### config.mk
export PLATFORM = sky130hd
export DESIGN_NAME = gost_signature_verify
export DESIGN_NICKNAME = d
export VERILOG_FILES = /design/src/rtl/core/gsv_pkg.sv /design/src/rtl/core/gsv_modmul.sv /design/src/rtl/core/gsv_euclid.sv /design/src/rtl/core/gost_signature_verify.sv
export SDC_FILE = /design/constraint.sdc
export NUM_CORES = 1
export LEC_CHECK = 0
export ABC_AREA = 1
export ABC_CLOCK_PERIOD_IN_PS = 6650
export BUFFER_PORTS_ARGS = -buffer_cell sky130_fd_sc_hd__buf_2
export CAP_MARGIN = 15
export CORE_MARGIN = 4
export CORE_UTILIZATION = 35
export DETAILED_ROUTE_END_ITERATION = 6
export SETUP_SLACK_MARGIN = 0.15
export SLEW_MARGIN = 20
export SYNTH_ARGS = -nofsm -noshare
export SYNTH_HDL_FRONTEND = slang
export SYNTH_HIERARCHICAL = 1
export SYNTH_SLANG_ARGS = --single-unit
export TNS_END_PERCENT = 100
### constraint.sdc
create_clock -name clk_i -period 6.65 [get_ports clk_i]
set_input_delay 1.33 -clock clk_i [delete_from_list [all_inputs] [get_ports clk_i]]
set_output_delay 1.33 -clock clk_i [all_outputs]
set_load 0.005 [all_outputs]
### src/rtl/core/gsv_pkg.sv
// shared constants, codes and types of the gost signature verifier
package gsv_pkg;

  localparam int Q_W        = 15;
  localparam int P_W        = 30;
  localparam int DIG_W      = 64;
  localparam int RS_W       = 16;
  localparam int CFG_AW     = 2;
  localparam int CNT_W      = $clog2(DIG_W + 1);
  localparam int Q_BITS_DEF = 15;
  localparam int P_BITS_DEF = 31;
  localparam int Q_RST      = 3;
  localparam int P_RST      = 7;
  localparam int A_RST      = 1;
  localparam int Y_RST      = 1;

  typedef enum logic [CFG_AW-1:0] {
    CFG_Q = 2'd0,
    CFG_P = 2'd1,
    CFG_A = 2'd2,
    CFG_Y = 2'd3
  } cfg_reg_e;

  typedef enum logic [3:0] {
    ST_IDLE,
    ST_DIGEST,
    ST_EUCLID,
    ST_U1,
    ST_U2,
    ST_RED_A,
    ST_RED_Y,
    ST_SQR,
    ST_MUL,
    ST_FIN,
    ST_VMOD
  } state_e;

  typedef struct packed {
    logic             start;
    logic [CNT_W-1:0] nbits;
  } mm_req_t;

endpackage

### src/rtl/core/gsv_modmul.sv
// bit-serial modular multiplier, one multiplier bit per cycle, msb first
module gsv_modmul #(
  parameter int MW = 30
) (
  input  logic                      clk_i,
  input  logic                      rst_ni,
  input  gsv_pkg::mm_req_t          req_i,
  input  logic [MW-1:0]             x_i,
  input  logic [MW-1:0]             m_i,
  input  logic [gsv_pkg::DIG_W-1:0] y_i,
  output logic                      done_o,
  output logic [MW-1:0]             res_o
);
  import gsv_pkg::*;

  logic             run_q, run_d;
  logic             done_q, done_d;
  logic [CNT_W-1:0] cnt_q, cnt_d;
  logic [MW-1:0]    acc_q, acc_d;
  logic [MW-1:0]    x_q, x_d;
  logic [MW-1:0]    m_q, m_d;
  logic [DIG_W-1:0] y_q, y_d;
  logic [MW+1:0]    sum, m1, m2, sub1, sub2;
  logic [MW-1:0]    red;

  always_comb begin
    sum  = {1'b0, acc_q, 1'b0} + (y_q[DIG_W-1] ? {2'b00, x_q} : (MW+2)'(0));
    m1   = {2'b00, m_q};
    m2   = {1'b0, m_q, 1'b0};
    sub1 = sum - m1;
    sub2 = sum - m2;
    if (sum >= m2) begin
      red = sub2[MW-1:0];
    end else if (sum >= m1) begin
      red = sub1[MW-1:0];
    end else begin
      red = sum[MW-1:0];
    end
  end

  always_comb begin
    run_d  = run_q;
    done_d = 1'b0;
    cnt_d  = cnt_q;
    acc_d  = acc_q;
    x_d    = x_q;
    m_d    = m_q;
    y_d    = y_q;
    if (req_i.start) begin
      run_d = 1'b1;
      cnt_d = req_i.nbits;
      acc_d = '0;
      x_d   = x_i;
      m_d   = m_i;
      y_d   = y_i;
    end else if (run_q) begin
      acc_d = red;
      y_d   = y_q << 1;
      cnt_d = cnt_q - CNT_W'(1);
      if (cnt_q == CNT_W'(1)) begin
        run_d  = 1'b0;
        done_d = 1'b1;
      end
    end
  end

  always_ff @(posedge clk_i or negedge rst_ni) begin
    if (!rst_ni) begin
      run_q  <= 1'b0;
      done_q <= 1'b0;
      cnt_q  <= '0;
    end else begin
      run_q  <= run_d;
      done_q <= done_d;
      cnt_q  <= cnt_d;
    end
  end

  always_ff @(posedge clk_i) begin
    acc_q <= acc_d;
    x_q   <= x_d;
    m_q   <= m_d;
    y_q   <= y_d;
  end

  assign done_o = done_q;
  assign res_o  = acc_q;

  a_run_cnt: assert property (@(posedge clk_i) disable iff (!rst_ni)
    run_q |-> cnt_q != '0)
    else $error("modmul running with empty bit count");

  a_done_run: assert property (@(posedge clk_i) disable iff (!rst_ni)
    done_q |-> $past(run_q) && !run_q)
    else $error("modmul done without a run");

endmodule

### src/rtl/core/gsv_euclid.sv
// extended euclid unit with a bit-serial divider, gives the coefficient of h mod q
module gsv_euclid #(
  parameter int QW = 15
) (
  input  logic          clk_i,
  input  logic          rst_ni,
  input  logic          start_i,
  input  logic [QW-1:0] h_i,
  input  logic [QW-1:0] q_i,
  output logic          done_o,
  output logic [QW-1:0] inv_o
);
  import gsv_pkg::*;

  localparam int CW = QW + 2;
  localparam int IW = $clog2(QW);

  logic                 run_q, run_d;
  logic                 done_q, done_d;
  logic [IW-1:0]        cnt_q, cnt_d;
  logic [QW-1:0]        r1_q, r1_d;
  logic [QW-1:0]        dv_q, dv_d;
  logic [QW-1:0]        rem_q, rem_d;
  logic [QW-1:0]        mod_q, mod_d;
  logic [QW-1:0]        inv_q, inv_d;
  logic signed [CW-1:0] c0_q, c0_d;
  logic signed [CW-1:0] c1_q, c1_d;
  logic signed [CW-1:0] prod_q, prod_d;
  logic [QW:0]          sh, sh_sub;
  logic                 ge;
  logic [QW-1:0]        rem_n;
  logic signed [CW-1:0] prod_n, cnew, qs, cfin;

  always_comb begin
    sh     = {rem_q, dv_q[QW-1]};
    sh_sub = sh - {1'b0, r1_q};
    ge     = sh >= {1'b0, r1_q};
    rem_n  = ge ? sh_sub[QW-1:0] : sh[QW-1:0];
    prod_n = (prod_q <<< 1) + (ge ? c1_q : CW'(0));
    cnew   = c0_q - prod_n;
    qs     = $signed({2'b00, mod_q});
    if (c1_q[CW-1]) begin
      cfin = c1_q + qs;
    end else if (c1_q >= qs) begin
      cfin = c1_q - qs;
    end else begin
      cfin = c1_q;
    end
  end

  always_comb begin
    run_d  = run_q;
    done_d = 1'b0;
    cnt_d  = cnt_q;
    r1_d   = r1_q;
    dv_d   = dv_q;
    rem_d  = rem_q;
    mod_d  = mod_q;
    inv_d  = inv_q;
    c0_d   = c0_q;
    c1_d   = c1_q;
    prod_d = prod_q;
    if (start_i) begin
      run_d  = 1'b1;
      cnt_d  = IW'(QW - 1);
      dv_d   = q_i;
      r1_d   = h_i;
      rem_d  = '0;
      mod_d  = q_i;
      c0_d   = CW'(0);
      c1_d   = CW'(1);
      prod_d = CW'(0);
    end else if (run_q) begin
      dv_d   = dv_q << 1;
      rem_d  = rem_n;
      prod_d = prod_n;
      cnt_d  = cnt_q - IW'(1);
      if (cnt_q == '0) begin
        // quotient complete: rotate remainders and coefficients
        r1_d   = rem_n;
        dv_d   = r1_q;
        rem_d  = '0;
        prod_d = CW'(0);
        c0_d   = c1_q;
        c1_d   = cnew;
        cnt_d  = IW'(QW - 1);
        if (rem_n == '0) begin
          run_d  = 1'b0;
          done_d = 1'b1;
          inv_d  = cfin[QW-1:0];
        end
      end
    end
  end

  always_ff @(posedge clk_i or negedge rst_ni) begin
    if (!rst_ni) begin
      run_q  <= 1'b0;
      done_q <= 1'b0;
      cnt_q  <= '0;
    end else begin
      run_q  <= run_d;
      done_q <= done_d;
      cnt_q  <= cnt_d;
    end
  end

  always_ff @(posedge clk_i) begin
    r1_q   <= r1_d;
    dv_q   <= dv_d;
    rem_q  <= rem_d;
    mod_q  <= mod_d;
    inv_q  <= inv_d;
    c0_q   <= c0_d;
    c1_q   <= c1_d;
    prod_q <= prod_d;
  end

  assign done_o = done_q;
  assign inv_o  = inv_q;

  a_div_nonzero: assert property (@(posedge clk_i) disable iff (!rst_ni)
    run_q |-> r1_q != '0)
    else $error("euclid dividing by zero");

  a_done_stop: assert property (@(posedge clk_i) disable iff (!rst_ni)
    done_q |-> !run_q && $past(run_q))
    else $error("euclid done without a run");

endmodule

### src/rtl/core/gost_signature_verify.sv
// gost-94 style signature verifier: control, configuration and result registers
//
// usage: write q, p, a and y through the cfg channel (cfg_valid_i/cfg_ready_o,
// cfg_addr_i selects the register, cfg_wdata_i carries the value; ready is
// always high). a request is taken on a rising edge with start_i high and
// busy_o low; it carries digest_i, r_value_i and s_value_i.
// each request gives exactly one result: done_o is high for one cycle with
// sig_valid_o and range_fault_o. the receiver cannot stall; done_o drops
// after that cycle, while sig_valid_o and range_fault_o hold to the next result.
// a range fault is reported in the cycle after the request. otherwise the
// digest reduction runs first, then the euclid unit with its quotient steps;
// each modular product runs in the shared serial multiplier, and the two
// exponentiations take up to 4*Q_BITS such products. busy_o stays high
// until done_o, so one request is in flight at a time; a new request may
// be taken in the done_o cycle.
// reset: q=3, p=7, a=1, y=1, the block idle, no result pending.
module gost_signature_verify #(
  parameter int Q_BITS = gsv_pkg::Q_BITS_DEF,
  parameter int P_BITS = gsv_pkg::P_BITS_DEF
) (
  input  logic                       clk_i,
  input  logic                       rst_ni,
  input  logic                       start_i,
  output logic                       busy_o,
  input  logic [gsv_pkg::DIG_W-1:0]  digest_i,
  input  logic [gsv_pkg::RS_W-1:0]   r_value_i,
  input  logic [gsv_pkg::RS_W-1:0]   s_value_i,
  output logic                       done_o,
  output logic                       sig_valid_o,
  output logic                       range_fault_o,
  input  logic                       cfg_valid_i,
  output logic                       cfg_ready_o,
  input  logic [gsv_pkg::CFG_AW-1:0] cfg_addr_i,
  input  logic [gsv_pkg::P_W-1:0]    cfg_wdata_i
);
  import gsv_pkg::*;

  localparam int QW = (Q_BITS < Q_W) ? Q_BITS : Q_W;
  localparam int PW = (P_BITS < P_W) ? P_BITS : P_W;
  localparam int MW = (PW > QW) ? PW : QW;
  localparam int IW = $clog2(QW);

  state_e         state_q, state_d;
  logic [QW-1:0]  q_q;
  logic [PW-1:0]  p_q, a_q, y_q;
  logic [QW-1:0]  r_q, r_d, s_q, s_d;
  logic [QW-1:0]  u1_q, u1_d, u2_q, u2_d;
  logic [MW-1:0]  ba_q, ba_d, by_q, by_d, pa_q, pa_d;
  logic [IW-1:0]  idx_q, idx_d;
  logic           sel_q, sel_d;
  logic           done_q, done_d;
  logic           sig_q, sig_d;
  logic           fault_q, fault_d;

  mm_req_t        mm_req;
  logic [MW-1:0]  mm_x, mm_m, mm_res;
  logic [DIG_W-1:0] mm_y;
  logic           mm_done;
  logic           eu_start, eu_done;
  logic [QW-1:0]  eu_h, eu_inv;

  logic           range_bad, p_small, ebit;
  logic [MW-1:0]  one_m, q_m, p_m, base;
  logic [DIG_W-1:0] res_al, inv_al, one_al, a_al, y_al;

  // configuration registers
  always_ff @(posedge clk_i or negedge rst_ni) begin
    if (!rst_ni) begin
      q_q <= QW'(Q_RST);
      p_q <= PW'(P_RST);
      a_q <= PW'(A_RST);
      y_q <= PW'(Y_RST);
    end else if (cfg_valid_i) begin
      case (cfg_reg_e'(cfg_addr_i))
        CFG_Q:   q_q <= cfg_wdata_i[QW-1:0];
        CFG_P:   p_q <= cfg_wdata_i[PW-1:0];
        CFG_A:   a_q <= cfg_wdata_i[PW-1:0];
        CFG_Y:   y_q <= cfg_wdata_i[PW-1:0];
        default: ;
      endcase
    end
  end

  assign cfg_ready_o = 1'b1;

  assign range_bad = (r_value_i == '0) || (r_value_i >= RS_W'(q_q))
                  || (s_value_i == '0) || (s_value_i >= RS_W'(q_q));
  assign p_small   = p_q < PW'(2);
  assign one_m     = MW'(1);
  assign q_m       = MW'(q_q);
  assign p_m       = MW'(p_q);
  assign res_al    = DIG_W'(mm_res) << (DIG_W - MW);
  assign inv_al    = DIG_W'(eu_inv) << (DIG_W - QW);
  assign one_al    = DIG_W'(one_m) << (DIG_W - MW);
  assign a_al      = DIG_W'(MW'(a_q)) << (DIG_W - MW);
  assign y_al      = DIG_W'(MW'(y_q)) << (DIG_W - MW);
  assign ebit      = sel_q ? u2_q[idx_q] : u1_q[idx_q];
  assign base      = sel_q ? by_q : ba_q;
  assign eu_h      = mm_res[QW-1:0] + QW'(1);

  always_comb begin
    state_d  = state_q;
    r_d      = r_q;
    s_d      = s_q;
    u1_d     = u1_q;
    u2_d     = u2_q;
    ba_d     = ba_q;
    by_d     = by_q;
    pa_d     = pa_q;
    idx_d    = idx_q;
    sel_d    = sel_q;
    done_d   = 1'b0;
    sig_d    = sig_q;
    fault_d  = fault_q;
    mm_req   = '0;
    mm_x     = '0;
    mm_y     = '0;
    mm_m     = '0;
    eu_start = 1'b0;
    case (state_q)
      ST_IDLE: begin
        if (start_i) begin
          r_d = r_value_i[QW-1:0];
          s_d = s_value_i[QW-1:0];
          if (range_bad) begin
            done_d  = 1'b1;
            sig_d   = 1'b0;
            fault_d = 1'b1;
          end else begin
            // h - 1 = digest mod (q-1)
            mm_req.start = 1'b1;
            mm_req.nbits = CNT_W'(DIG_W);
            mm_x         = one_m;
            mm_y         = digest_i;
            mm_m         = MW'(q_q - QW'(1));
            state_d      = ST_DIGEST;
          end
        end
      end
      ST_DIGEST: begin
        if (mm_done) begin
          eu_start = 1'b1;
          state_d  = ST_EUCLID;
        end
      end
      ST_EUCLID: begin
        if (eu_done) begin
          mm_req.start = 1'b1;
          mm_req.nbits = CNT_W'(QW);
          mm_x         = MW'(s_q);
          mm_y         = inv_al;
          mm_m         = q_m;
          state_d      = ST_U1;
        end
      end
      ST_U1: begin
        if (mm_done) begin
          u1_d         = mm_res[QW-1:0];
          mm_req.start = 1'b1;
          mm_req.nbits = CNT_W'(QW);
          mm_x         = MW'(q_q - r_q);
          mm_y         = inv_al;
          mm_m         = q_m;
          state_d      = ST_U2;
        end
      end
      ST_U2: begin
        if (mm_done) begin
          u2_d = mm_res[QW-1:0];
          if (p_small) begin
            done_d  = 1'b1;
            sig_d   = 1'b0;
            fault_d = 1'b0;
            state_d = ST_IDLE;
          end else begin
            mm_req.start = 1'b1;
            mm_req.nbits = CNT_W'(MW);
            mm_x         = one_m;
            mm_y         = a_al;
            mm_m         = p_m;
            state_d      = ST_RED_A;
          end
        end
      end
      ST_RED_A: begin
        if (mm_done) begin
          ba_d         = mm_res;
          mm_req.start = 1'b1;
          mm_req.nbits = CNT_W'(MW);
          mm_x         = one_m;
          mm_y         = y_al;
          mm_m         = p_m;
          state_d      = ST_RED_Y;
        end
      end
      ST_RED_Y: begin
        if (mm_done) begin
          by_d         = mm_res;
          sel_d        = 1'b0;
          idx_d        = IW'(QW - 1);
          mm_req.start = 1'b1;
          mm_req.nbits = CNT_W'(MW);
          mm_x         = one_m;
          mm_y         = one_al;
          mm_m         = p_m;
          state_d      = ST_SQR;
        end
      end
      ST_SQR, ST_MUL: begin
        if (mm_done) begin
          mm_req.start = 1'b1;
          mm_req.nbits = CNT_W'(MW);
          mm_m         = p_m;
          if (state_q == ST_SQR && ebit) begin
            mm_x    = base;
            mm_y    = res_al;
            state_d = ST_MUL;
          end else if (idx_q != '0) begin
            idx_d   = idx_q - IW'(1);
            mm_x    = mm_res;
            mm_y    = res_al;
            state_d = ST_SQR;
          end else if (!sel_q) begin
            // first power done, start y^u2
            pa_d    = mm_res;
            sel_d   = 1'b1;
            idx_d   = IW'(QW - 1);
            mm_x    = one_m;
            mm_y    = one_al;
            state_d = ST_SQR;
          end else begin
            mm_x    = pa_q;
            mm_y    = res_al;
            state_d = ST_FIN;
          end
        end
      end
      ST_FIN: begin
        if (mm_done) begin
          mm_req.start = 1'b1;
          mm_req.nbits = CNT_W'(MW);
          mm_x         = one_m;
          mm_y         = res_al;
          mm_m         = q_m;
          state_d      = ST_VMOD;
        end
      end
      ST_VMOD: begin
        if (mm_done) begin
          done_d  = 1'b1;
          sig_d   = mm_res == MW'(r_q);
          fault_d = 1'b0;
          state_d = ST_IDLE;
        end
      end
      default: state_d = ST_IDLE;
    endcase
  end

  always_ff @(posedge clk_i or negedge rst_ni) begin
    if (!rst_ni) begin
      state_q <= ST_IDLE;
      done_q  <= 1'b0;
      sig_q   <= 1'b0;
      fault_q <= 1'b0;
    end else begin
      state_q <= state_d;
      done_q  <= done_d;
      sig_q   <= sig_d;
      fault_q <= fault_d;
    end
  end

  always_ff @(posedge clk_i) begin
    r_q   <= r_d;
    s_q   <= s_d;
    u1_q  <= u1_d;
    u2_q  <= u2_d;
    ba_q  <= ba_d;
    by_q  <= by_d;
    pa_q  <= pa_d;
    idx_q <= idx_d;
    sel_q <= sel_d;
  end

  gsv_modmul #(
    .MW(MW)
  ) u_modmul (
    .clk_i  (clk_i),
    .rst_ni (rst_ni),
    .req_i  (mm_req),
    .x_i    (mm_x),
    .m_i    (mm_m),
    .y_i    (mm_y),
    .done_o (mm_done),
    .res_o  (mm_res)
  );

  gsv_euclid #(
    .QW(QW)
  ) u_euclid (
    .clk_i   (clk_i),
    .rst_ni  (rst_ni),
    .start_i (eu_start),
    .h_i     (eu_h),
    .q_i     (q_q),
    .done_o  (eu_done),
    .inv_o   (eu_inv)
  );

  assign busy_o        = state_q != ST_IDLE;
  assign done_o        = done_q;
  assign sig_valid_o   = sig_q;
  assign range_fault_o = fault_q;

  a_fault_no_sig: assert property (@(posedge clk_i) disable iff (!rst_ni)
    done_o |-> !(sig_valid_o && range_fault_o))
    else $error("signature reported valid with range fault");

  a_done_idle: assert property (@(posedge clk_i) disable iff (!rst_ni)
    done_o |-> !busy_o)
    else $error("result given while still busy");

  a_bad_request: assert property (@(posedge clk_i) disable iff (!rst_ni)
    (start_i && !busy_o && range_bad) |=> (done_o && range_fault_o))
    else $error("range fault not reported on next cycle");

endmodule
==> flow_summary.yaml <==
outcome:
  status: "complete, no violations"
detailed_routing:
  avgViaCountPerCell: 5.274
  drt_first_pass_iters: 6
  drt_iter0_markers: 3354
  num_vias: 34210
  antenna_left: 0
  drc_errors: 0
  wire_per_inst_um: 20.28
  routed_wl_um: 131500
sta:
  slew_headroom_pct: 23.56
  finalCriticalPeriod_ns: 5.446
  clock.fmax_ghz: 0.1836
  tightest_slew_ns: 1.135
  timing.hold.ws_ns: 0.4773
  hold_viol: 0
  setup_viol: 0
  maxSlewViolCount: 0
  rsz0062_at_grt: "false"
  fin_crit_sh_pct: 81.90
  skew_ns: 0.02761
  final.setup.tns_ns: 0
  finalWorstSetupSlack_ns: 1.204
cts:
  cts.reportedPaths.clkPinSlew_ns: 0.07
  h-tree-depth: 3
  ctsHoldBuffers: 0
  cts_setup_buffers: 0
  cts_sinks: 561
  clock_path_buffers: 3
  root_buffer: "clkbuf_16"
  cts_tree: "done"
  clock_latency_ns: 0.64
  cts_inserted_buffers: 66
  cts-resized-gates: 0
grt:
  grtUsageTotal_pct: 22.76
  antenna_found_initial: 5
  grt_pass1_vias: 31930
  grt_pass1_wl_um: 195800
  grt.overflow.total: 0
  grt_max_degree: 67
critical_path:
  required_ns: 7.21
  crit_arrival_ns: 6.01
  path_max_fanout: 31
  criticalPathCategory: "register to register"
  startpoint_type: "register"
  path_common_cell: "nand2_1"
  cp_slowest_cell: "edfxtp_1"
  critPathCaptureType: "register"
  slowest_delay_ns: 1.03
flow_run:
  cap_violations: 0
placement:
  dp_hpwl_um: 97520
  place_area_um2: 39230
  dp_slack_ns: 1.356
  place.gp.congestion: 0.9837
  io_buffers: 135
synth:
  ys_types: 68
  netlist_area_um2: 37040
  netlist_instances: 4936
  synthArstFlopShare_pct: 22.64
  ys_seq_elements: 561
  synth_edf_count: 339
  ys_warn_count: 6
  syn-num-nets: 5283
  ys.flop_type: "edfxtp_1"
  ys_seq_area_share_pct: 41.22
  avgSynthCellArea_um2: 7.505
die:
  fp.dieW_um: 333.3
  rows: 119
  die_height_um: 333.3
  core_um2: 105100
  io_pins: 137
  die_area_um2: 111100
  initial_utilization_pct: 35.24
finish:
  final_common_cell: "nand2_1"
  layout_common_cells: "1382 x nand2_1, 663 x inv_1, 431 x nor2_1"
  layout.nets: 5386
  drive_above_1_share_pct: 7.658
  synthToLayoutAreaGrowth_pct: 11.91
  postLayoutCellArea_um2: 41450
  fill_cells: 10980
min_path:
  min_path_type: "register to register"
-- layer usage --
| layer | global-route usage [%] | vias to the layer above | wire length, um |
|---|---|---|---|
| li1 | - | 16440 | - |
| met1 | 31.02 | 16230 | 56690 |
| met2 | 36.74 | 1310 | 59940 |
| met3 | 2.888 | 231 | 9452 |
| met4 | 9.225 | 2 | 5430 |
| met5 | 0 | - | 12 |
-- layout make-up --
class / instances / area, um2 / area share, %
diodes: 3 / 7.507 / 0.01811
clock buffers: 81 / 1748 / 4.216
repair buffers: 201 / 1190 / 2.870
well taps: 1391 / 1740 / 4.198
clock inverters: 41 / 471.7 / 1.138
flip-flops and latches: 561 / 15270 / 36.83
inverters: 679 / 2550 / 6.151
multi-input cells: 3530 / 18480 / 44.58
-- kinds of logic (layout without fill, tap and decap cells) --
| logic type | count (synthesis) | count (layout) | synth area share (%) |
|---|---|---|---|
| buffers and inverters | 845 | 1002 | 9.062 |
| AOI/OAI and AO/OA | 807 | 807 | 12.29 |
| and+or+nand+nor | 2367 | 2367 | 26.67 |
| muxes | 1 | 1 | 0.02702 |
| DFF | 561 | 561 | 41.22 |
| xor gates and xnor gates | 138 | 138 | 3.263 |
| other | 2 | 5 | 0.02027 |
| adders and majority gates | 215 | 215 | 7.444 |
-- worst paths after layout --
kind	endpoint	start	cells past startpoint	slack, ns
worst min-delay path	u_euclid/prod_q[13]$_SDFFE_PP0P_	u_euclid/prod_q[13]$_SDFFE_PP0P_	2	0.48
min in group asynchronous	p_m[26]$_DFFE_PN0P_	rst_ni	1	0.71
worst min register to register	u_euclid/prod_q[13]$_SDFFE_PP0P_	u_euclid/prod_q[13]$_SDFFE_PP0P_	2	0.48
worst max register to register	u_modmul/res_o[15]$_SDFFE_PP0P_	u_modmul/y_q[63]$_DFFE_PP_	25	1.20
max in group asynchronous	u_euclid/cnt_q[0]$_DFFE_PN0P_	rst_ni	2	4.59
worst max-delay path	u_modmul/res_o[15]$_SDFFE_PP0P_	u_modmul/y_q[63]$_DFFE_PP_	25	1.20
-- worst max-delay path, delay by kind of cell, from the launching register on --
kind	cells	cell delay (ns)
AND/OR/NAND/NOR	15	2.06
XOR/XNOR	1	0.52
adder cells (fa/ha/maj)	2	0.68
AO/OA/AOI/OAI	4	0.71
flip-flops	1	1.03
buffers and inverters	3	0.34
-- registers in the layout, summed over array words and instances (netlist names), 16 cells and up --
signal / count
u_modmul/m_q: 30
u_modmul/x_q: 30
y_q: 30
pa_q: 30
by_q: 30
u_modmul/res_o: 30
u_euclid/c0_q: 17
ba_q: 30
u_euclid/c1_q: 17
p_m: 30
u_euclid/prod_q: 16
a_q: 30
u_modmul/y_q: 64
-- cells in the mapped netlist, types with 14 or more instances --
cell type,count,area (um2)
dfrtp_1,120,3003
o21bai_1,28,210.2
buf_2,29,145.1
o21ai_1,14,70.07
xnor2_1,43,376.6
xor2_1,95,832.1
a21oi_1,290,1451
o21ai_0,314,1572
nand2_1,1384,5195
buf_6,15,168.9
inv_1,665,2496
o211ai_1,23,172.7
nand3b_1,25,187.7
nand3_1,356,1782
nor2_1,437,1640
dfxtp_1,95,1902
clkbuf_1,109,409.1
ha_1,206,2577
nor3_1,32,160.2
nand4_1,71,444.2
a22oi_1,46,345.3
edfxtp_1,339,10180
a22o_1,14,122.6
-- per-stage QoR --
| step | std cells | util (%) |
|---|---|---|
| floorplan | 4936 | - |
| global route | 6484 | 39.43 |
| finish | 6487 | 39.44 |
| global placement | 6362 | 37.32 |
| CTS | 6484 | 39.43 |
| detailed placement | 6362 | 37.32 |
Power is not shown: default switching activity piles up to over one toggle a cycle in this logic, so the estimate is an artifact.
